**src/rtl/core/cialu_div.sv**
```systemverilog
module cialu_div #(
   parameter int OPERAND_WIDTH = 16
) (
   input  logic                       clock,
   input  logic                       enable,
   input  logic [2*OPERAND_WIDTH-1:0] num_mag,
   input  logic [2*OPERAND_WIDTH-1:0] den,
   output logic [OPERAND_WIDTH-1:0]   quo
);

   localparam int W      = OPERAND_WIDTH;
   localparam int NMW    = 2 * W;
   localparam int QW     = W;
   localparam int STAGES = W;

   logic [NMW-1:0] rem_ff [STAGES-1];
   logic [QW-1:0]  low_ff [STAGES-1];
   logic [NMW-1:0] den_ff [STAGES-1];
   logic [QW-1:0]  quo_ff [STAGES];

   // one quotient bit per stage, msb first
   for (genvar j = 0; j < STAGES; j++) begin : g_stage
      logic [NMW-1:0] rem_src;
      logic [NMW-1:0] den_src;
      logic [QW-1:0]  low_src;
      logic [QW-1:0]  quo_src;
      logic [NMW-1:0] trial;
      logic [NMW:0]   diff;
      logic [QW-1:0]  quo_in;

      if (j == 0) begin : g_first
         // quotient fits in QW bits, so the top bits start below den
         assign rem_src = num_mag >> QW;
         assign low_src = num_mag[QW-1:0];
         assign den_src = den;
         assign quo_src = '0;
      end else begin : g_next
         assign rem_src = rem_ff[j-1];
         assign low_src = low_ff[j-1];
         assign den_src = den_ff[j-1];
         assign quo_src = quo_ff[j-1];
      end

      assign trial  = {rem_src[NMW-2:0], low_src[QW-1]};
      assign diff   = {1'b0, trial} - {1'b0, den_src};
      assign quo_in = {quo_src[QW-2:0], ~diff[NMW]};

      always_ff @(posedge clock) begin
         if (enable) begin
            quo_ff[j] <= quo_in;
         end
      end

      if (j < STAGES - 1) begin : g_carry
         logic [NMW-1:0] rem_in;
         logic [QW-1:0]  low_in;

         assign rem_in = diff[NMW] ? trial : diff[NMW-1:0];
         assign low_in = {low_src[QW-2:0], 1'b0};

         always_ff @(posedge clock) begin
            if (enable) begin
               rem_ff[j] <= rem_in;
               low_ff[j] <= low_in;
               den_ff[j] <= den_src;
            end
         end
      end
   end

   assign quo = quo_ff[STAGES-1];

endmodule

```
**config.mk**
```make
export PLATFORM = sky130hd
export DESIGN_NAME = cialu_div
export DESIGN_NICKNAME = d
export VERILOG_FILES = /design/src/rtl/core/cialu_div.sv
export SDC_FILE = /design/constraint.sdc
export NUM_CORES = 2
export LEC_CHECK = 0
export ABC_AREA = 1
export BUFFER_PORTS_ARGS = -buffer_cell sky130_fd_sc_hd__buf_4
export CAP_MARGIN = 20
export CORE_ASPECT_RATIO = 1.25
export CORE_UTILIZATION = 47
export CTS_CLUSTER_SIZE = 40
export DETAILED_ROUTE_END_ITERATION = 6
export PLACE_DENSITY = 0.69
export SLEW_MARGIN = 10
export SYNTH_ARGS = -nofsm -noshare
export SYNTH_HDL_FRONTEND = slang
export SYNTH_SLANG_ARGS = --single-unit
export TNS_END_PERCENT = 50
```
**constraint.sdc**
```tcl
create_clock -name clock -period 2.2 [get_ports clock]
set_input_delay 0 -clock clock [delete_from_list [all_inputs] [get_ports clock]]
set_output_delay 0 -clock clock [all_outputs]
set_load 0.005 [all_outputs]
```
==> summary.txt <==
Run status
  • Run status: finished with violations
  • Failing checks: design-rule violations, negative setup slack

STA
  • Max Freq: 378 MHz
  • Min cycle time layout: 2640 ps
  • Final period util: 1.20
  • Unrepaired setup endpoints after global routing: true
  • Slew Viols, Final: 0
  • Final setup margin: -443 ps
  • Hold Fails Final Rpt: 0
  • Slew Limit Headroom: 0.369
  • Worst Hold Slack: between 30 and 40 ps
  • Worst-margin pin slew: 947 ps
  • Final setup vio count: 444
  • Final Skew: 61.5 ps

Cells and area
  • Layout cell share with drive strength beyond 1: 0.272
  • Layout net count: 13,258
  • Area Overhead vs Synth: 41.6%
  • FILL cells: 13,357

Detailed routing
  • Router iterations before antenna repair: 7
  • Routed wire length: 328 mm
  • Routed length on met3: 14.7 mm
  • Final ANT Viol Nets: 0
  • Via count: 76,583
  • DR WL met2: 176 mm
  • Via density: between 5 and 6
  • DRC: 1
  • Metal-1 WL: 85.0 mm
  • DR top layer: met5
  • WL/cell: 21.9 µm
  • Iter 0 DRT Violations: 4,537

Yosys
  • Simple-Gate Fraction of Synth Area: 0.291
  • Avg Cell Area, Syn: 7.65 µm²
  • Mux contribution to synthesized area: 0
  • XOR/XNOR Fraction of Synth Area: 0.0237
  • Cell count after synthesis: about 10,000
  • Yosys reg bits: 1,201
  • Synth Area in Adders: 0.0832
  • Largest family of logic cells by synthesized area: simple AND/OR/NAND/NOR gates
  • Post-synthesis sequential area ratio: 0.461
  • Synth top area share: 0.461
  • Synth Flop Type: edfxtp_1
  • Count of different cell masters after synthesis: 32
  • Post-synthesis compound-gate area fraction: 0.0320
  • Dominant cell type by area after synthesis: edfxtp_1
  • Count leader, synth: nand2_1
  • Cell area after synthesis: roughly 78,000 µm²
  • Post-synth EDFFs: 1,201
  • Async SR Flop Fraction: 0
  • Synth top cells by count: nand2_1 (4,119), inv_1 (2,091), edfxtp_1 (1,201), nor2_1 (631), nand3_1 (614)
  • Ys Warns: 0
  • Area contributors post-synth: edfxtp_1 (46%), nand2_1 (20%), inv_1 (10%), ha_1 (7.9%), nand3_1 (3.9%)

Clocking
  • H-tree depth: 4
  • Later-pin clock latency in the skew report: 840 ps
  • CTS tree: built
  • Total CTS buffers: 134
  • Clk buf depth: 3
  • CTS Root Cell: clkbuf_16
  • Total clock sinks: 1,201
  • Worst-path clk slew: 60 ps

Worst setup path
  • Crit. Startpoint: rem_ff[1][66]$_DFFE_PP_
  • Crit path cell chain: ha_4, buf_4, nand2_1, nor2_1, nand3_1, nand3_1, buf_4, nand2_1, nand2_1, nand2_1, nand3_1, nand2_2
  • Worst endpoint required time: 2770 ps
  • Worst setup SP type: flip-flop
  • Crit path max-delay cell type: edfxtp_1
  • FF-to-FF setup slack: -440 ps
  • Worst r2r src: rem_ff[1][66]$_DFFE_PP_
  • Termination of the worst setup path: rem_ff[1][123]$_DFFE_PP_
  • Slowest Stage Delay on Critical Path: 480 ps
  • Worst-path maximum fanout: 3
  • CP arrival: 3210 ps
  • Worst r2r path cells: 12
  • Worst setup EP type: flip-flop
  • Most frequent CP cell: nand2_1
  • WS Path Type: flip-flop to flip-flop
  • R2r endpoint: rem_ff[1][123]$_DFFE_PP_

Placed design
  • Placer Congestion: roughly 1.1
  • Setup WS pre-CTS: -562 ps
  • Detail Placement HPWL: 247 mm
  • IO buf count: 81

Die
  • Die X: approximately 370 µm
  • Die area: 168,000 µm²
  • Core area: 165,000 µm²
  • Starting Density: 0.473
  • I/O Pins: 82
  • # rows: 167
  • Die height: 458 µm

Global routing
  • Global Route Usage Sum: 0.383
  • Global-route wire length before repair: 469 mm
  • Largest net degree at the start of global routing: 84
  • GR Overflow Total: 0
  • Initial antenna violation count: 9
  • Vias in the first global route: 79,934

Pwr
  • Tot Pwr: 0.149 W
  • Leakage: 57.9 nW
  • Worst IR drop on VDD: roughly 0.00093 V
  • Cell Pwr Density: around 1300 nW/µm²

Worst hold path
  • Tightest Hold Check Type: primary input to flip-flop

Run
  • Max cap viols: 0
-- kinds of logic (layout without fill, tap and decap cells) --
kind of cell               Yosys count  after routing
other                                1             12
xor gates and xnor gates           212            212
and+or+nand+nor                   5650           5650
buffers and inverters             2194           4760
adders and majority gates          511            511
AOI/OAI and AO/OA                  451            451
DFF                               1201           1201
-- stage by stage --
step                cells  setup TNS [ps]  cell area [µm²]   util
global route        14993         -132890           111000  0.669
CTS                 14922          -91000           108000  0.654
floorplan           10226            -822            78400      -
detailed placement  14357         -119440            96800  0.585
finish              14994          -98730           111000  0.670
global placement    14357         -101130            96800  0.585
-- layer usage --
metal  vias to the layer above  track usage
met3                      1786       0.0704
met4                        14        0.492
met1                     35236        0.266
met5                         -            0
met2                      2714        0.747
li1                      36833            -
-- sequential cells by signal, summed over array words and instances, names as in the netlist --
name and count:
rem_ff 465, low_ff 120, den_ff 480, quo_ff 136
-- worst max-delay path, delay by kind of cell (launching register included) --
kind | cells | cell delay, ps
flip-flops | 1 | 480
AND/OR/NAND/NOR | 9 | 1200
adder cells (fa/ha/maj) | 1 | 340
buffers and inverters | 2 | 380
-- cell type report --
class | count | area, µm² | share of cell area
Timing Repair Buffer | 2406 | 21100 | 0.191
Antenna cell | 5 | 12.5 | 0.000113
Inverter | 2107 | 8060 | 0.0727
Sequential cell | 1201 | 36100 | 0.326
Tap cell | 2197 | 2750 | 0.0248
Clock inverter | 90 | 1050 | 0.00949
Clock buffer | 157 | 3440 | 0.0310
Multi-Input combinational cell | 6831 | 38300 | 0.346
-- worst min path at each step --
| stage | slack (ps) | cells after the start | to | from |
|---|---|---|---|---|
| 2_1_floorplan | 100 | 0 | den_ff[0][0]$_DFFE_PP_ | den[0] |
| 3_3_place_gp | 180 | 1 | low_ff[0][2]$_DFFE_PP_ | num_mag[2] |
| 3_5_place_dp | 180 | 1 | low_ff[0][13]$_DFFE_PP_ | num_mag[13] |
| 4_1_cts | 2 | 4 | rem_ff[0][7]$_DFFE_PP_ | num_mag[22] |
| 5_1_grt | 40 | 4 | rem_ff[0][7]$_DFFE_PP_ | num_mag[22] |
| 6_report | 30 | 4 | rem_ff[0][16]$_DFFE_PP_ | num_mag[31] |
-- what timing repair did --
| item | 4_1_cts | 5_1_grt |
|---|---|---|
| gates cloned | 54 | 3 |
| pin swaps | 182 | 146 |
| setup endpoints to repair | 447 | 452 |
| buffers inserted | 143 | 73 |
| endpoints found under the hold margin | 735 | 0 |
| resized for setup | 779 | 451 |
| hold buffers | 124 | 0 |
-- cells in the final DEF, fill, tap and decap left out, types with 13 or more instances in the layout --
cell type / count
clkbuf_16: 137
ha_1: 349
a21oi_2: 42
nand2_4: 116
o21ai_2: 13
nand3b_1: 59
buf_6: 33
ha_2: 14
buf_12: 111
inv_1: 2029
clkinv_1: 19
xnor2_1: 20
nand2_2: 360
nand3_1: 508
clkinvlp_4: 18
a21oi_1: 260
nor2_1: 578
edfxtp_1: 1201
xor2_1: 190
fa_2: 14
o21bai_1: 46
nand4_1: 62
dlygate4sd3_1: 124
nor2_2: 71
nand2_1: 3712
clkbuf_1: 23
nand3_2: 88
nor3_1: 43
inv_2: 61
buf_16: 48
ha_4: 133
a21oi_4: 15
buf_4: 2070
clkinv_2: 15
o21ai_0: 45
nand3_4: 20
-- power breakdown --
part | switching [W] | internal [W]
combinational | 0.0505 | 0.0396
sequential | 0.00400 | 0.0322
clock | 0.0106 | 0.0126
No activity file was read; power rests on OpenSTA's default activity.
